### config.mk
export PLATFORM = sky130hd
export DESIGN_NAME = keyed_six_bit_codec_flat
export DESIGN_NICKNAME = d
export VERILOG_FILES = /design/src/design/kbc_pkg.sv /design/src/design/kbc_stream_if.sv /design/src/design/kbc_result_fifo.sv /design/src/design/kbc_core.sv /design/src/design/keyed_six_bit_codec.sv /design/src/flat_wrapper.sv
export SDC_FILE = /design/constraint.sdc
export NUM_CORES = 1
export LEC_CHECK = 0
export BUFFER_PORTS_ARGS = -buffer_cell sky130_fd_sc_hd__buf_4
export CELL_PAD_IN_SITES_DETAIL_PLACEMENT = 2
export CELL_PAD_IN_SITES_GLOBAL_PLACEMENT = 2
export CORE_MARGIN = 2
export CORE_UTILIZATION = 25
export DETAILED_ROUTE_END_ITERATION = 6
export PLACE_DENSITY = 0.61
export RECOVER_POWER = 50
export SETUP_SLACK_MARGIN = 0.3
export SYNTH_ARGS = -nofsm -noshare
export SYNTH_HDL_FRONTEND = slang
export SYNTH_HIERARCHICAL = 1
export SYNTH_SLANG_ARGS = --single-unit
### constraint.sdc
create_clock -name clk -period 14.95 [get_ports clk]
set_input_delay 1.495 -clock clk [delete_from_list [all_inputs] [get_ports clk]]
set_output_delay 1.495 -clock clk [all_outputs]
set_load 0.005 [all_outputs]
### src/design/kbc_pkg.sv
// ----------------------------------------------------------------------------
// kbc_pkg
// Types, constants and symbol table functions for the keyed six-bit codec.
// ----------------------------------------------------------------------------
package kbc_pkg;

  localparam int MAX_KEY_CHARS = 8;
  localparam int CHAR_W        = 8;
  localparam int KEY_W         = MAX_KEY_CHARS * CHAR_W;
  localparam int KPOS_W        = 3;
  localparam int KLEN_W        = 4;
  localparam int SYM_W         = 6;
  localparam int REG_IDX_W     = 2;
  localparam int FIFO_DEPTH    = 4;
  localparam int FIFO_PTR_W    = 2;
  localparam int FIFO_CNT_W    = 3;

  typedef enum logic [REG_IDX_W-1:0] {
    REG_KEY_CHARS    = 2'd0,
    REG_KEY_LENGTH   = 2'd1,
    REG_KEY_SUBTRACT = 2'd2
  } kbc_reg_t;

  typedef enum logic {
    FUNC_ENCODE = 1'b0,
    FUNC_DECODE = 1'b1
  } kbc_func_t;

  typedef struct packed {
    logic              func;
    logic [CHAR_W-1:0] data_in;
    logic              last_item;
  } kbc_in_t;

  typedef struct packed {
    logic [CHAR_W-1:0] data_out;
    logic              last_out;
    logic              error;
  } kbc_out_t;

  typedef struct packed {
    logic [KEY_W-1:0]  key_chars;
    logic [KLEN_W-1:0] key_length;
    logic              key_subtract;
  } kbc_cfg_t;

  typedef struct packed {
    logic [1:0] count;
    kbc_out_t   r0;
    kbc_out_t   r1;
  } kbc_push_t;

  typedef struct packed {
    logic             valid;
    logic [SYM_W-1:0] sym;
  } kbc_lookup_t;

  // table: 0-9, a-z, A-Z, '{', '}'
  function automatic logic [CHAR_W-1:0] kbc_sym_char(input logic [SYM_W-1:0] idx);
    logic [CHAR_W-1:0] ext;
    logic [CHAR_W-1:0] c;
    ext = {2'b00, idx};
    if (idx < 6'd10) c = 8'd48 + ext;
    else if (idx < 6'd36) c = 8'd87 + ext;
    else if (idx < 6'd62) c = 8'd29 + ext;
    else if (idx == 6'd62) c = 8'd123;
    else c = 8'd125;
    return c;
  endfunction

  function automatic kbc_lookup_t kbc_char_sym(input logic [CHAR_W-1:0] c);
    kbc_lookup_t       r;
    logic [CHAR_W-1:0] t;
    r.valid = 1'b1;
    t       = 8'd0;
    if (c >= 8'd48 && c <= 8'd57) t = c - 8'd48;
    else if (c >= 8'd97 && c <= 8'd122) t = c - 8'd87;
    else if (c >= 8'd65 && c <= 8'd90) t = c - 8'd29;
    else if (c == 8'd123) t = 8'd62;
    else if (c == 8'd125) t = 8'd63;
    else r.valid = 1'b0;
    r.sym = t[SYM_W-1:0];
    return r;
  endfunction

  function automatic logic [SYM_W-1:0] kbc_rot(input logic [SYM_W-1:0]  v,
                                               input logic [CHAR_W-1:0] k,
                                               input logic              add);
    logic [SYM_W-1:0] r;
    if (add) r = v + k[SYM_W-1:0];
    else r = v - k[SYM_W-1:0];
    return r;
  endfunction

endpackage

### src/design/kbc_stream_if.sv
// ----------------------------------------------------------------------------
// kbc_stream_if
// Valid/ready channel carrying one payload per transaction.
// ----------------------------------------------------------------------------
interface kbc_stream_if #(parameter type T = logic);

  logic valid;
  logic ready;
  T     data;

  modport source (output valid, output data, input ready);
  modport sink (input valid, input data, output ready);

endinterface

### src/design/kbc_result_fifo.sv
// ----------------------------------------------------------------------------
// kbc_result_fifo
// Four-entry result queue, up to two entries written per cycle, one read.
// ----------------------------------------------------------------------------
module kbc_result_fifo (
  input  logic               clk,
  input  logic               rst,
  input  kbc_pkg::kbc_push_t push,
  output logic               room,
  kbc_stream_if.source       results
);
  import kbc_pkg::*;

  kbc_out_t                entries [FIFO_DEPTH];
  logic [FIFO_PTR_W-1:0]   rd_ptr;
  logic [FIFO_PTR_W-1:0]   wr_ptr;
  logic [FIFO_CNT_W-1:0]   count;
  logic                    pop;

  assign pop          = results.valid & results.ready;
  assign room         = (count <= 3'd2);
  assign results.valid = (count != '0);
  assign results.data  = entries[rd_ptr];

  always_ff @(posedge clk) begin
    if (rst) begin
      rd_ptr <= '0;
      wr_ptr <= '0;
      count  <= '0;
    end else begin
      if (pop) rd_ptr <= rd_ptr + 1'b1;
      wr_ptr <= wr_ptr + push.count;
      count  <= count + {1'b0, push.count} - {2'b00, pop};
    end
  end

  always_ff @(posedge clk) begin
    if (push.count != 2'd0) entries[wr_ptr] <= push.r0;
    if (push.count == 2'd2) entries[wr_ptr + 1'b1] <= push.r1;
  end

endmodule

### src/design/kbc_core.sv
// ----------------------------------------------------------------------------
// kbc_core
// Item register, codec state and the single-pass pack/unpack logic.
// ----------------------------------------------------------------------------
module kbc_core (
  input  logic               clk,
  input  logic               rst,
  input  kbc_pkg::kbc_cfg_t  cfg,
  input  logic               room,
  output kbc_pkg::kbc_push_t push,
  kbc_stream_if.sink         items
);
  import kbc_pkg::*;

  logic              item_valid;
  kbc_in_t           item;
  logic              advance;

  logic [1:0]        phase;
  logic [SYM_W-1:0]  residue_bits;
  logic [KPOS_W-1:0] key_position;
  logic              error_seen;

  logic [1:0]        phase_next;
  logic [SYM_W-1:0]  residue_bits_next;
  logic [KPOS_W-1:0] key_position_next;
  logic              error_seen_next;

  logic [KLEN_W-1:0] len_eff;
  logic [KPOS_W-1:0] pos1;
  logic [KPOS_W-1:0] pos2;
  logic [CHAR_W-1:0] k0;
  logic [CHAR_W-1:0] k1;
  logic              enc_add;
  kbc_lookup_t       lk;
  logic              err_now;
  logic [1:0]        p;
  logic [13:0]       dw;
  logic [SYM_W-1:0]  s;
  logic [1:0]        n;
  kbc_out_t          r0;
  kbc_out_t          r1;

  function automatic logic [KPOS_W-1:0] step_pos(input logic [KPOS_W-1:0] pos,
                                                 input logic [KLEN_W-1:0] len);
    logic [KLEN_W-1:0] nxt;
    nxt = {1'b0, pos} + 4'd1;
    return (nxt >= len) ? '0 : nxt[KPOS_W-1:0];
  endfunction

  assign advance     = item_valid & room;
  assign items.ready = ~item_valid | advance;

  always_ff @(posedge clk) begin
    if (rst) begin
      item_valid <= 1'b0;
    end else if (items.ready) begin
      item_valid <= items.valid;
    end
  end

  always_ff @(posedge clk) begin
    if (items.ready && items.valid) item <= items.data;
  end

  always_comb begin
    if (cfg.key_length == '0) len_eff = 4'd1;
    else if (cfg.key_length > 4'(MAX_KEY_CHARS)) len_eff = 4'(MAX_KEY_CHARS);
    else len_eff = cfg.key_length;
    pos1    = step_pos(key_position, len_eff);
    pos2    = step_pos(pos1, len_eff);
    k0      = cfg.key_chars[CHAR_W*key_position +: CHAR_W];
    k1      = cfg.key_chars[CHAR_W*pos1 +: CHAR_W];
    enc_add = ~cfg.key_subtract;
    lk      = kbc_char_sym(item.data_in);
    err_now = error_seen | ((item.func == FUNC_DECODE) & ~lk.valid);

    phase_next        = phase;
    residue_bits_next = residue_bits;
    key_position_next = key_position;
    error_seen_next   = err_now;
    n                 = 2'd0;
    r0                = '0;
    r1                = '0;
    p                 = 2'd0;
    dw                = '0;
    s                 = '0;

    if (!err_now) begin
      if (item.func == FUNC_ENCODE) begin
        p  = (phase == 2'd3) ? 2'd0 : phase;
        dw = ({6'd0, item.data_in} << {p, 1'b0}) | {8'd0, residue_bits};
        r0.data_out       = kbc_sym_char(kbc_rot(dw[5:0], k0, enc_add));
        n                 = 2'd1;
        key_position_next = pos1;
        if (p == 2'd2) begin
          r1.data_out       = kbc_sym_char(kbc_rot(dw[11:6], k1, enc_add));
          n                 = 2'd2;
          key_position_next = pos2;
          phase_next        = 2'd0;
          residue_bits_next = '0;
        end else begin
          phase_next        = p + 2'd1;
          residue_bits_next = dw[11:6];
          if (item.last_item && dw[11:6] != '0) begin
            r1.data_out = kbc_sym_char(kbc_rot(dw[11:6], k1, enc_add));
            n           = 2'd2;
          end
        end
      end else begin
        s                 = kbc_rot(lk.sym, k0, ~enc_add);
        key_position_next = pos1;
        phase_next        = phase + 2'd1;
        case (phase)
          2'd1:    dw = {2'b00, s, 6'd0} | {8'd0, residue_bits};
          2'd2:    dw = {4'd0, s, 4'd0} | {8'd0, residue_bits};
          2'd3:    dw = {6'd0, s, 2'd0} | {8'd0, residue_bits};
          default: dw = {8'd0, s};
        endcase
        if (phase == 2'd0) begin
          residue_bits_next = s;
        end else begin
          r0.data_out       = dw[7:0];
          n                 = 2'd1;
          residue_bits_next = dw[13:8];
        end
        if (item.last_item && residue_bits_next != '0) begin
          if (phase == 2'd0) begin
            r0.data_out = {2'b00, residue_bits_next};
            n           = 2'd1;
          end else begin
            r1.data_out = {2'b00, residue_bits_next};
            n           = 2'd2;
          end
        end
      end
      if (item.last_item) begin
        if (n == 2'd1) r0.last_out = 1'b1;
        if (n == 2'd2) r1.last_out = 1'b1;
      end
    end else if (item.last_item) begin
      r0.last_out = 1'b1;
      r0.error    = 1'b1;
      n           = 2'd1;
    end

    if (item.last_item) begin
      phase_next        = 2'd0;
      residue_bits_next = '0;
      key_position_next = '0;
      error_seen_next   = 1'b0;
    end
  end

  assign push.count = advance ? n : 2'd0;
  assign push.r0    = r0;
  assign push.r1    = r1;

  always_ff @(posedge clk) begin
    if (rst) begin
      phase        <= '0;
      residue_bits <= '0;
      key_position <= '0;
      error_seen   <= 1'b0;
    end else if (advance) begin
      phase        <= phase_next;
      residue_bits <= residue_bits_next;
      key_position <= key_position_next;
      error_seen   <= error_seen_next;
    end
  end

endmodule

### src/design/keyed_six_bit_codec.sv
// ----------------------------------------------------------------------------
// keyed_six_bit_codec
// Base64-style six-bit packer/unpacker with a rotating key, top level.
// First result of an item passes the item register and the result queue.
// Throughput: one item a cycle when it yields one result and results drain;
// items yielding two results are held back by the single result channel.
// Reset: synchronous; clears codec state, queue and key registers to defaults.
// ----------------------------------------------------------------------------
module keyed_six_bit_codec (
  input  logic                                 clk,
  input  logic                                 rst,
  input  logic                                 cfg_we,
  input  logic [kbc_pkg::REG_IDX_W-1:0]        cfg_index,
  input  logic [kbc_pkg::KEY_W-1:0]            cfg_data,
  kbc_stream_if.sink                           items,
  kbc_stream_if.source                         results
);
  import kbc_pkg::*;

  kbc_cfg_t  cfg;
  kbc_push_t push;
  logic      room;

  always_ff @(posedge clk) begin
    if (rst) begin
      cfg.key_chars    <= '0;
      cfg.key_length   <= 4'd1;
      cfg.key_subtract <= 1'b0;
    end else if (cfg_we) begin
      unique case (cfg_index)
        REG_KEY_CHARS:    cfg.key_chars    <= cfg_data;
        REG_KEY_LENGTH:   cfg.key_length   <= cfg_data[KLEN_W-1:0];
        REG_KEY_SUBTRACT: cfg.key_subtract <= cfg_data[0];
        default:          ;
      endcase
    end
  end

  kbc_core u_core (
    .clk   (clk),
    .rst   (rst),
    .cfg   (cfg),
    .room  (room),
    .push  (push),
    .items (items)
  );

  kbc_result_fifo u_fifo (
    .clk     (clk),
    .rst     (rst),
    .push    (push),
    .room    (room),
    .results (results)
  );

endmodule

### src/flat_wrapper.sv
// flat-port wrapper written by rule: the top's interface ports become plain ports
module keyed_six_bit_codec_flat import kbc_pkg::*;
  (clk, rst, cfg_we, cfg_index, cfg_data, items_valid, items_data, items_ready, results_valid, results_data, results_ready);
  kbc_stream_if #(.T(kbc_in_t)) items_i ();
  kbc_stream_if #(.T(kbc_out_t)) results_i ();
  input  logic clk;
  input  logic rst;
  input  logic cfg_we;
  input  logic [kbc_pkg::REG_IDX_W-1:0] cfg_index;
  input  logic [kbc_pkg::KEY_W-1:0] cfg_data;
  input wire logic [$bits(items_i.valid)-1:0] items_valid;
  input wire logic [$bits(items_i.data)-1:0] items_data;
  output wire logic [$bits(items_i.ready)-1:0] items_ready;
  output wire logic [$bits(results_i.valid)-1:0] results_valid;
  output wire logic [$bits(results_i.data)-1:0] results_data;
  input wire logic [$bits(results_i.ready)-1:0] results_ready;
  assign items_i.valid = items_valid;
  assign items_i.data = items_data;
  assign items_ready = items_i.ready;
  assign results_valid = results_i.valid;
  assign results_data = results_i.data;
  assign results_i.ready = results_ready;
  keyed_six_bit_codec u_core (.clk(clk), .rst(rst), .cfg_we(cfg_we), .cfg_index(cfg_index), .cfg_data(cfg_data), .items(items_i), .results(results_i));
endmodule
Yosys cells after proc, flatten, opt, wreduce, memory -nomap -nowiden
Memories as Yosys holds them, arrays and structs flattened. A register that Yosys moved wholly into a read port is not among the register bits. Cells that the tools add are included.

Register bits after elaboration: 99. RAM bits: 40. Output and inout bits: 12. Memories kept: 1.

$add $sub $neg: 27. Magnitude comparators: 19. Equality and inequality tests: 15. Shift-type cells: 3. Muxes and demuxes: 92. Bitwise operators: 11. Reductions and logical operators: 17.

Memories: u_core.u_fifo.entries (depth 4, width 10, rd ports 1, clocked after Yosys merged registers in 1, wr ports 2, line kbc_result_fifo.sv:14) `kbc_out_t entries [FIFO_DEPTH];`.

Operators by type and width (number): $mux W6 (28); $shiftx A64 B7 Y6 (2); $mux W8 (14); $lt A6 B6 Y1 const B (6); $pmux W12 S3 (1); $mux W2 (16); $mux W3 (9); $add A7 B6 Y8 const A (3); $or A12 B6 Y12 (2); $add A5 B6 Y7 const A (3); $add A6 B6 Y7 const A (3); $mux W7 (3); $add A6 B6 Y6 (3); $eq A6 B6 Y1 const B (3); $lt A6 B4 Y1 const B (3); $mux W1 (18); $sub A6 B6 Y6 (3); $eq A8 B7 Y1 const B (2); $ge A8 B7 Y1 const B (2); $le A8 B7 Y1 const B (2); $eq A2 B2 Y1 const B (6); $reduce_bool A6 Y1 (2); $shl A8 B3 Y12 (1); $sub A6 B5 Y6 const B (2); 26 further kinds (47).

Logic depth before layout (Yosys ltp)
Depth in word-level cells: 25. Depth in mapped cells: 31.

Hierarchy
Netlist, hierarchy kept.

Modules (own cells, without submodules): kbc_core (instances 1, cells each 661, area each 4992.3 sq um, seq. area each 560.5 sq um); keyed_six_bit_codec (instances 1, cells each 296, area each 3121.7 sq um, seq. area each 1381.3 sq um); kbc_result_fifo (instances 1, cells each 147, area each 2553.7 sq um, seq. area each 1381.3 sq um).

Worst setup path before layout
Ideal clock, no wire load.

Path kind: reg2reg. Start: reg u_core.u_core.key_position[0]. End: mem u_core/u_fifo/entries[1][4] (netlist bit), data pin. Library setup time: 262 ps. Data arrival time: 6071 ps. Required time: 14688 ps. Path slack: 8617 ps. Stages on the path, launching flop included: 31. Clock period less this slack: 6333 ps. Cell sequence: dfxtp_1 buf_2 clkbuf_1 buf_2 and3_1 ha_1 a21oi_1 o21a_1 clkbuf_1 o21ai_0 a22o_1 inv_1 ha_1 o21ai_0 ha_1 nor2b_1 o211ai_1 nand3b_1 a21oi_1 xor2_1 xnor3_1 buf_2 inv_1 ha_1 nand3_1 nor2_1 a41oi_1 o22ai_1 a2111o_1 o211ai_1 mux2_1.

RTL lines: start, declared (line kbc_core.sv:21) `logic [KPOS_W-1:0] key_position;`; start signal, assigned (line kbc_core.sv:168) `key_position <= key_position_next;`; end, declared (line kbc_result_fifo.sv:14).

==> impl_metrics.yaml <==
detailed_routing:
  drt_first_pass_iters: 4
  antenna_left: 0
  drt-wirelength-per-cell_um: 18.9
  drtIter0Drc: 353
  drc_errors: 0
  vias: 7849
  routed_wirelength_um: 30400
  viasPerCell: 4.87
hold_path:
  hold_path_class: "reg2reg"
timing:
  rsz0062_at_grt: "false"
  hold_viol: 0
  slew_headroom_pct: -141
  fin_skew_ns: 0.0139
  tns_ns: 0
  fin_crit_sh_pct: 52.4
  tightest_slew_ns: 3.61
  hold_ws_ns: 0.482
  finalSetupViolations: 0
  drv_slew: 117
  fmax_ghz: 0.128
  post-route-min-period_ns: 7.83
global_routing:
  antenna_found_initial: 0
  grt_remaining_overflow: 0
  grt_pass1_wl_um: 49600
  grt_pass1_vias: 8653
  grt_start_max_net_pins: 117
  grt_usage_pct: 15.4
cts:
  cts_made_buffers: 17
  path_clk_slew_ns: 0.06
  cts_root_buffer: "clkbuf_16"
  cts_max_level: 4
  cts_num_sinks: 125
  cts_setup_buffers: 0
  cts_buffer_depth: 2
  cts_resized: 0
  clk_latency_ns: 0.45
  hold_buffers: 0
  cts_tree: "done"
critical_path:
  cp_cell_sequence: "inv_1, ha_1, or4b_1, a21boi_1, a311oi_2, or2_1, a21oi_1, o22ai_1, ha_1, a21oi_1, nor2b_1, o21ai_0, a21oi_1, xnor3_1, nand2_1, o2bb2ai_1, a31oi_1, ha_1, nand2_1, a21oi_1, nor4bb_4, a21o_1"
  crit_slowest_cell: "nor4bb_4"
  critPathMaxFanout: 11
  crit_path_frequent_cell: "a21oi_1"
  max_stage_delay_ns: 1.13
  end_kind: "flop"
  criticalPathCategory: "reg2reg"
  worstSetupStartpointType: "flop"
  arrival_ns: 7.91
  worstPathRequired_ns: 15.03
floorplanning:
  rows: 73
  die_y_um: 204
  num_io_pins: 93
  die_w_um: 204
  coreArea_um2: 39500
  die_area_um2: 41600
  start_util_pct: 25.3
synth:
  synth_area_per_cell_um2: 9.60
  yosysWarnings: 6
  netlist_area_um2: 9990
  syn-instance-count: 1040
layout:
  diodes: 0
  layout-drive-gt1-share_pct: 17.6
  fill_cells: 4417
  area_delta_synth_final_pct: 15.1
  fin_nets: 1217
status:
  violations: "max-capacitance violations, max-slew violations"
  outcome: "finished with violations"
placement:
  io_buffers: 76
  gp_routability_congestion: 0.776
  place_hpwl_um: 23100
flow_run:
  cap_violations: 1
power:
  ir_worst_vdd_v: 0.0000876
  finalPower_mw: 1.49
  power_leakage_nw: 4.31
  p_per_area_nw_per_um2: 130
[path summary, 6_finish.rpt]
kind / start / end / slack (ns) / depth (start not counted)
worst max-delay path: u_core/u_core/item[2] / u_core/u_fifo/entries[2][2] / 7.12 / 22
worst min-delay path: u_core/u_core/residue_bits[3] / u_core/u_core/residue_bits[3] / 0.48 / 2
worst max register to register: u_core/u_core/item[2] / u_core/u_fifo/entries[2][2] / 7.12 / 22
worst min register to register: u_core/u_core/residue_bits[3] / u_core/u_core/residue_bits[3] / 0.48 / 2
[final cells by class]
type / instances / area [µm²] / area share, %
clock buffers: 18 / 429 / 3.73
clock inverters: 13 / 214 / 1.86
inverters: 53 / 199 / 1.73
multi-input cells: 795 / 6370 / 55.4
flip-flops and latches: 125 / 3000 / 26.1
well taps: 525 / 657 / 5.72
repair buffers: 84 / 623 / 5.42
[state kept, by name, summed over array words and instances, names as in the netlist, named ones only]
register and cells:
u_core/cfg 53, u_core/u_fifo/entries 40, u_core/u_core/item 10, u_core/u_core/residue_bits 6, u_core/u_core/key_position 3, u_core/u_fifo/count 3
u_core/u_core/phase 2, u_core/u_fifo/rd_ptr 2, u_core/u_fifo/wr_ptr 2, u_core/u_core/error_seen 1, u_core/u_core/item_valid 1
[report_power, final]
group          switching [mW]  internal, mW  leakage (nW)
sequential             0.0303         0.388          1.08
clock                   0.168         0.296         0.309
combinational           0.344         0.263          2.92
[layer usage]
layer / vias up / global-route usage, % / share of wire [%]
li1: 3850 / - / -
met1: 3913 / 19.2 / 46
met2: 67 / 27.5 / 51
met3: 19 / 2.26 / 1.8
met4: 0 / 3.96 / 1.1
met5: - / 0 / 0
[placed cells by master (no fill, tap or decap), types with 22 or more instances in the layout]
master      n
dfxtp_1    75
buf_4      60
mux4_2     24
a21oi_1    50
inv_1      49
mux2i_1    72
edfxtp_1   50
clkbuf_4   22
o21ai_0    41
nand2_1    58
ha_1       56
nand2b_1  106
nor2_1     69
[worst max-delay path: cells and delay by family, from the launching register on]
kind | cells | cell delay [ns]
xor gates and xnor gates | 1 | 0.49
and+or+nand+nor | 6 | 2.37
adders and majority gates | 3 | 0.80
DFF | 1 | 0.63
buffers and inverters | 1 | 0.21
AOI/OAI and AO/OA | 11 | 2.93
[through the flow]
| stage | utilization [%] | area (µm²) | instances | worst slack (ns) |
|---|---|---|---|---|
| after global routing | 29.1 | 11500 | 1613 | 6.54 |
| after global placement | 27.5 | 10900 | 1582 | 7.06 |
| after CTS | 29.1 | 11500 | 1613 | 7.02 |
| after detailed placement | 27.5 | 10900 | 1582 | 7.05 |
| after floorplan | - | 9990 | 1041 | 8.62 |
| final | 29.1 | 11500 | 1613 | 7.12 |
Note: power is estimated with default switching activity, not from simulation.
